### src/rtl/core/aet_pkg.sv
// Shared constants, codes and control structs of the allocation extent tracker.
// No dependencies; every other file of the block but aet_ram imports it.
package aet_pkg;

   localparam int TABLE_ENTRIES = 64;
   localparam int ADDR_W        = 48;
   localparam int SIZE_W        = 40;
   localparam int TOTAL_W       = 48;
   localparam int COUNT_W       = 7;
   localparam int ALLOC_W       = 32;
   localparam int PCT_W         = 7;
   localparam int STATUS_W      = 2;
   localparam int OP_W          = 2;
   localparam int IDX_W         = $clog2(TABLE_ENTRIES);
   localparam int SCAN_W        = $clog2(TABLE_ENTRIES + 1);
   localparam int SLOT_W        = ADDR_W + SIZE_W;
   // total * 100 needs seven more bits than the total itself
   localparam int PROD_W        = TOTAL_W + 7;
   localparam int DIV_STEPS     = 7;
   localparam int DIV_CNT_W     = 3;
   localparam logic [PCT_W-1:0] PCT_MAX = PCT_W'(100);

   localparam logic [OP_W-1:0] OP_ALLOC  = 2'd0;
   localparam logic [OP_W-1:0] OP_FREE   = 2'd1;
   localparam logic [OP_W-1:0] OP_CLEAR  = 2'd2;
   localparam logic [OP_W-1:0] OP_UNUSED = 2'd3;

   localparam logic [STATUS_W-1:0] ST_DONE      = 2'd0;
   localparam logic [STATUS_W-1:0] ST_FULL      = 2'd1;
   localparam logic [STATUS_W-1:0] ST_UNTRACKED = 2'd2;

   typedef struct packed {
      logic load;
      logic scan_step;
      logic apply;
      logic water;
      logic pct_start;
      logic div_step;
      logic emit;
   } ctrl_cmd_type;

   typedef struct packed {
      logic scan_done;
      logic div_done;
      logic rsp_free;
   } dp_status_type;

endpackage

### src/rtl/core/aet_ctrl.sv
// Sequencer of the tracker: steps each request through scan (allocate and free only), update,
// watermarks and the percent divider. Depends on aet_pkg.
module aet_ctrl (
   input  logic                   clock,
   input  logic                   reset,
   input  logic                   req_valid,
   input  logic [aet_pkg::OP_W-1:0] req_operation,
   input  aet_pkg::dp_status_type stat,
   output aet_pkg::ctrl_cmd_type  cmd
);
   import aet_pkg::*;

   typedef enum logic [2:0] {
      S_IDLE, S_SCAN, S_APPLY, S_WATER, S_PCT, S_DIV, S_OUT
   } state_type;

   state_type state_ff, state_in;

   always_comb begin
      cmd      = '0;
      state_in = state_ff;
      unique case (state_ff)
         S_IDLE: begin
            cmd.load = 1'b1;
            if (req_valid) begin
               // Only allocate and free need the table scan.
               if (req_operation == OP_ALLOC || req_operation == OP_FREE) begin
                  state_in = S_SCAN;
               end else begin
                  state_in = S_APPLY;
               end
            end
         end
         S_SCAN: begin
            cmd.scan_step = 1'b1;
            if (stat.scan_done) state_in = S_APPLY;
         end
         S_APPLY: begin
            cmd.apply = 1'b1;
            state_in  = S_WATER;
         end
         S_WATER: begin
            cmd.water = 1'b1;
            state_in  = S_PCT;
         end
         S_PCT: begin
            cmd.pct_start = 1'b1;
            state_in      = S_DIV;
         end
         S_DIV: begin
            if (stat.div_done) begin
               state_in = S_OUT;
            end else begin
               cmd.div_step = 1'b1;
            end
         end
         S_OUT: begin
            if (stat.rsp_free) begin
               cmd.emit = 1'b1;
               state_in = S_IDLE;
            end
         end
         default: state_in = S_IDLE;
      endcase
   end

   always_ff @(posedge clock) begin
      if (reset) begin
         state_ff <= S_IDLE;
      end else begin
         state_ff <= state_in;
      end
   end

   a_emit_to_idle: assert property (@(posedge clock) disable iff (reset)
      cmd.emit |=> state_ff == S_IDLE)
      else $error("result issued without returning to idle");

   a_apply_once: assert property (@(posedge clock) disable iff (reset)
      cmd.apply |=> !cmd.apply)
      else $error("update applied twice for one request");

   a_scan_then_apply: assert property (@(posedge clock) disable iff (reset)
      (state_ff == S_SCAN && stat.scan_done) |=> state_ff == S_APPLY)
      else $error("finished scan not followed by update");
endmodule

### config.mk
export PLATFORM = sky130hd
export DESIGN_NAME = aet_ctrl
export DESIGN_NICKNAME = d
export VERILOG_FILES = /design/src/rtl/core/aet_pkg.sv /design/src/rtl/core/aet_ctrl.sv
export SDC_FILE = /design/constraint.sdc
export NUM_CORES = 1
export LEC_CHECK = 0
export ABC_AREA = 1
export BUFFER_PORTS_ARGS = -buffer_cell sky130_fd_sc_hd__buf_2
export CAP_MARGIN = 20
export CORE_AREA = 2 2 39 41
export CTS_CLUSTER_DIAMETER = 120
export DETAILED_ROUTE_END_ITERATION = 7
export DIE_AREA = 0 0 41 43
export GPL_ROUTABILITY_DRIVEN = 0
export SLEW_MARGIN = 25
export SYNTH_ARGS = -nofsm -noshare
export SYNTH_HDL_FRONTEND = slang
export SYNTH_SLANG_ARGS = --single-unit
### constraint.sdc
create_clock -name clock -period 3.31 [get_ports clock]
set_clock_uncertainty 0.05 [all_clocks]
set_input_delay 0.662 -clock clock [delete_from_list [all_inputs] [get_ports clock]]
set_output_delay 0.662 -clock clock [all_outputs]
set_load 0.03 [all_outputs]
-- Word-level counts from Yosys, hierarchy flattened
Index checks and enable logic that the tools add are counted.
- bits in registers: 3
- eq/ne operators: 11
- mux-type cells: 15
- reductions and logical operators: 4
- operator list (cell ; number):
    $pmux 3 s7 ; 1
    $mux 3 ; 4
    $eq 3x3->1 const B ; 3
    $mux 1 ; 9
    $ne 2x2->1 const B ; 4
    $eq 3x2->1 const B ; 2
    $reduce_and 4->1 ; 1
    $eq 3x1->1 const B ; 1
    $logic_not 3->1 ; 1
    $eq 2x1->1 const B ; 1
    $logic_not 2->1 ; 1
    $mux 2 ; 1
    $logic_or 1x1->1 ; 1

-- Longest topological paths before layout
- depth in word-level cells: 5
- gate-level depth with buffers: 9

-- Worst setup path after synthesis
No wires, ideal clock.
- path kind: input port to output port
- start point: in stat[0] (netlist name)
- end point: out cmd[0] (netlist name)
- arrival: 1382 ps
- required time: 2598 ps
- slack: 1216 ps
- cell stages on the path: 2
- cells stage by stage: inv_1 > nor3_1
- RTL lines (element ; RTL line ; RTL):
    start, declared ; aet_ctrl.sv:8 ; input aet_pkg::dp_status_type stat,
    end, declared ; aet_ctrl.sv:9 ; output aet_pkg::ctrl_cmd_type cmd

==> flow_summary.rst <==
.. list-table::
   :header-rows: 1

   * - Metric
     - Value
   * - DRC violation total after the first TritonRoute iteration
     - 1
   * - Setup slack on the worst flop-to-flop path
     - 2.01 ns
   * - Peak per-stage delay on the critical path
     - 0.51 ns
   * - Initial standard-cell utilization of the core
     - 22.97%
   * - Wirelength, routed
     - 679 microns
   * - Worst reg2reg endpoint
     - state_ff[1]$_SDFFE_PP0P_
   * - Total Die Area
     - 1763 sq um
   * - Compound-gate portion of the synthesized area
     - 5.512%
   * - Unrepaired setup endpoints after global routing
     - false
   * - Signed area change from the synthesized netlist to the final layout
     - 27.95%
   * - Crit Path Class
     - flop to output pin
   * - DR vias/cell
     - 4.094
   * - Req. time, crit path
     - 2.60 ns
   * - Main combinational cell family by area after synthesis
     - simple AND/OR/NAND/NOR gates
   * - Fraction of the mapped netlist area in simple logic gates
     - 52.36%
   * - Worst setup SP type
     - flop
   * - Tmin final
     - 1.984 ns
   * - Sort of element at the end of the critical path
     - output pin
   * - DRT Pass-1 Iters
     - 2
   * - Tightest Pin Transition
     - 0.3439 ns
   * - Worst Setup EP
     - cmd[0]
   * - Share of the synthesized area in the top cell type
     - 18.90%
   * - Layout fillers
     - 170
   * - DP Wirelength
     - 560 microns
   * - Global route total overflow
     - 0
   * - Post-Place Cells
     - 81
   * - Part of the cycle the worst path needs
     - 59.93%
   * - Buffer type at the clock tree root
     - sky130_fd_sc_hd__clkbuf_4
   * - Final total power
     - 0.2625 mW
   * - Cells after Synth
     - 54
   * - Pin count of the biggest net entering global routing
     - 10
   * - Final count of negative-setup-slack endpoints
     - 0
   * - Power per cell area
     - 645.5 nW/um^2
   * - Total routing usage reported by global routing
     - 9.228%
   * - Antenna viol nets, final
     - 0
   * - Number of gates given a new drive strength after cts
     - 0
   * - Y dimension of the die
     - 43 microns
   * - First-pass GRT wire length
     - 1.124 mm
   * - Hold Vio Cnt, Final
     - 0
   * - Dominant cells by area after synthesis
     - sky130_fd_sc_hd__dfxtp_1 (19%), sky130_fd_sc_hd__nor2_1 (13%), sky130_fd_sc_hd__inv_1 (12%), sky130_fd_sc_hd__nand2_1 (12%), sky130_fd_sc_hd__buf_6 (7.1%)
   * - Worst setup path start
     - state_ff[1]$_SDFFE_PP0P_
   * - Xor-xnor portion of the synthesized cell area
     - 0%
   * - Net count of the mapped netlist
     - 62
   * - Via count of the first global-routing pass
     - 294
   * - CTS clk-pin slew, worst paths
     - 0.04 ns
   * - Final cell utilization of the core
     - 29.39%
   * - Inserted Diodes
     - 0
   * - # DRC
     - 0
   * - Largest reg by FF count
     - state_ff
   * - Multiplexer fraction of the synthesized cell area
     - 0%
   * - Setup ws final
     - 1.326 ns
   * - Flop and latch count out of synthesis
     - 3
   * - Area used by multi-input combinational logic
     - 183.9 sq um
   * - Average cell area after synthesis
     - 5.885 sq um
   * - Static Leakage
     - 0.2461 nW
   * - Fraction of final layout cells with drive strength greater than 1
     - 34.78%
   * - Number of levels the H-tree was split into
     - 1
   * - Worst setup slack before clock tree synthesis
     - 1.415 ns
   * - Standard-cell rows
     - 14
   * - TritonCTS Buffers
     - 3
   * - Core area
     - 1384 sq um
   * - Number of standard cells in the layout, taps in and fillers out
     - 85
   * - Library cell with the largest summed area after synthesis
     - sky130_fd_sc_hd__dfxtp_1
   * - Worst voltage drop across the vdd grid
     - 0.2344 mV
   * - Die span in x
     - 41 microns
   * - Post-CTS setup buffer count
     - 0
   * - Netlist area before placement
     - 317.8 sq um
   * - Sequential-to-total area share from yosys stat
     - 18.90%
   * - # hold bufs at CTS
     - 0
   * - Hold Path Class
     - flop to flop
   * - Number of buffers added on ports
     - 13
   * - Critical Path, Cell by Cell
     - nand2_1, nor3_1, buf_2
   * - Worst-path fanout max
     - 9
   * - Total area of sequential cells
     - 60.06 sq um
   * - Total negative setup slack
     - 0 ns
   * - Clock tree from TritonCTS
     - done
   * - Clock net sink count
     - 3
   * - Number of antenna violations at the first check in global routing
     - 0
   * - Wirelength per Cell
     - 7.988 microns
   * - Share of synthesized cell area in full adder, half adder and majority cells
     - 0%
   * - Clock Latency Late Sink
     - 0.23 ns
   * - Worst flop-to-flop path startpoint
     - state_ff[1]$_SDFFE_PP0P_
   * - Largest registers ranked by flip-flop count
     - state_ff (3)
   * - Count of unique library cells instantiated by Yosys
     - 18
   * - Worst-case clock buffer depth
     - 2
   * - Cell with the largest stage delay on the worst path
     - sky130_fd_sc_hd__dfxtp_1
   * - Max-slew violations
     - 0
   * - Max-capacitance violation count
     - 0
   * - Slew margin rel.
     - 77.04%
   * - Top-Level Pins
     - 15
   * - Warning count from the yosys run
     - 0
   * - Highest clock frequency the design can meet
     - 504.1 MHz
   * - Vias
     - 348
   * - Logic depth of the worst register-to-register path
     - 5
   * - Flip-flop count of the largest register after layout
     - 3
   * - Status
     - finished clean
   * - Worst EP arrival
     - 1.27 ns
   * - Final Net Count
     - 78
## how the worst min path moves through the flow
stage	start	endpoint	slack, ns	cells after the start
global placement	state_ff[1]$_SDFFE_PP0P_	state_ff[1]$_SDFFE_PP0P_	0.61	2
floorplan	state_ff[1]$_SDFFE_PP0P_	state_ff[1]$_SDFFE_PP0P_	0.53	3
global route	state_ff[1]$_SDFFE_PP0P_	state_ff[1]$_SDFFE_PP0P_	0.67	2
detailed placement	state_ff[1]$_SDFFE_PP0P_	state_ff[1]$_SDFFE_PP0P_	0.62	2
CTS	reset	state_ff[2]$_SDFFE_PP0P_	0.63	4
finish	state_ff[1]$_SDFFE_PP0P_	state_ff[1]$_SDFFE_PP0P_	0.63	2
## per-stage QoR
stage	hold slack [ns]	area, sq um
floorplan	0.5315	317.8
global placement	0.6076	380.4
detailed placement	0.6224	380.4
CTS	0.6334	406.6
global route	0.6698	406.6
finish	0.6273	406.6
## cell usage in the layout, fill, tap and decap left out
master                     count
sky130_fd_sc_hd__a21oi_1       1
sky130_fd_sc_hd__buf_2        13
sky130_fd_sc_hd__clkbuf_1      1
sky130_fd_sc_hd__clkbuf_4      3
sky130_fd_sc_hd__dfxtp_1       3
sky130_fd_sc_hd__inv_1        10
sky130_fd_sc_hd__inv_2         2
sky130_fd_sc_hd__inv_4         1
sky130_fd_sc_hd__nand2_1      10
sky130_fd_sc_hd__nand2_2       1
sky130_fd_sc_hd__nand3_1       3
sky130_fd_sc_hd__nand3_2       1
sky130_fd_sc_hd__nand3b_1      1
sky130_fd_sc_hd__nand4_1       1
sky130_fd_sc_hd__nor2_1       11
sky130_fd_sc_hd__nor2_4        2
sky130_fd_sc_hd__nor3_1        2
sky130_fd_sc_hd__nor3_2        1
sky130_fd_sc_hd__o21ai_1       1
sky130_fd_sc_hd__o21bai_1      1
## where the power goes
part	switching (mW)	total (mW)	leakage (nW)	internal, mW
logic	0.0855	0.130	0.206	0.0443
registers	0.0220	0.0669	0.0247	0.0450
clock network	0.0205	0.0658	0.0150	0.0453
## final cells by class
| type | instances | area share (%) |
|---|---|---|
| tap | 16 | 4.923 |
| inverter | 13 | 12.62 |
| timing repair buffer | 13 | 16.00 |
| sequential | 3 | 14.77 |
| multi-input combinational | 36 | 45.23 |
| clock buffer | 4 | 6.462 |
## synth_stat cells
| master | count |
|---|---|
| sky130_fd_sc_hd__nor3_2 | 1 |
| sky130_fd_sc_hd__buf_6 | 2 |
| sky130_fd_sc_hd__nor2_1 | 11 |
| sky130_fd_sc_hd__o21bai_1 | 1 |
| sky130_fd_sc_hd__nand2_2 | 1 |
| sky130_fd_sc_hd__a21oi_1 | 1 |
| sky130_fd_sc_hd__nor2_4 | 2 |
| sky130_fd_sc_hd__inv_1 | 10 |
| sky130_fd_sc_hd__dfxtp_1 | 3 |
| sky130_fd_sc_hd__nand3_2 | 1 |
| sky130_fd_sc_hd__nand3b_1 | 1 |
| sky130_fd_sc_hd__inv_4 | 1 |
| sky130_fd_sc_hd__inv_2 | 2 |
| sky130_fd_sc_hd__nand4_1 | 1 |
| sky130_fd_sc_hd__nand2_1 | 10 |
| sky130_fd_sc_hd__nor3_1 | 2 |
| sky130_fd_sc_hd__nand3_1 | 3 |
| sky130_fd_sc_hd__o21ai_1 | 1 |
## logic make-up after synthesis
group,count (synthesis)
compound gates,3
buf+inv,15
simple gates,33
flops,3
## worst max-delay path: cells and delay by family (launching register included)
| kind | cells | cell delay, ns |
|---|---|---|
| DFF | 1 | 0.51 |
| buffers and inverters | 1 | 0.22 |
| and+or+nand+nor | 2 | 0.31 |
## per-layer routing
layer  global-route usage, %  wire length (microns)  vias up  part of all wire [%]
met4                   4.000                      0        0                     0
met5                       0                      0        -                     0
met1                   12.18                    291      143                    43
li1                        -                      -      195                     -
met3                   1.571                     37        0                   5.4
met2                   14.06                    350       10                    52
Note: power is estimated with default switching activity, not from simulation.
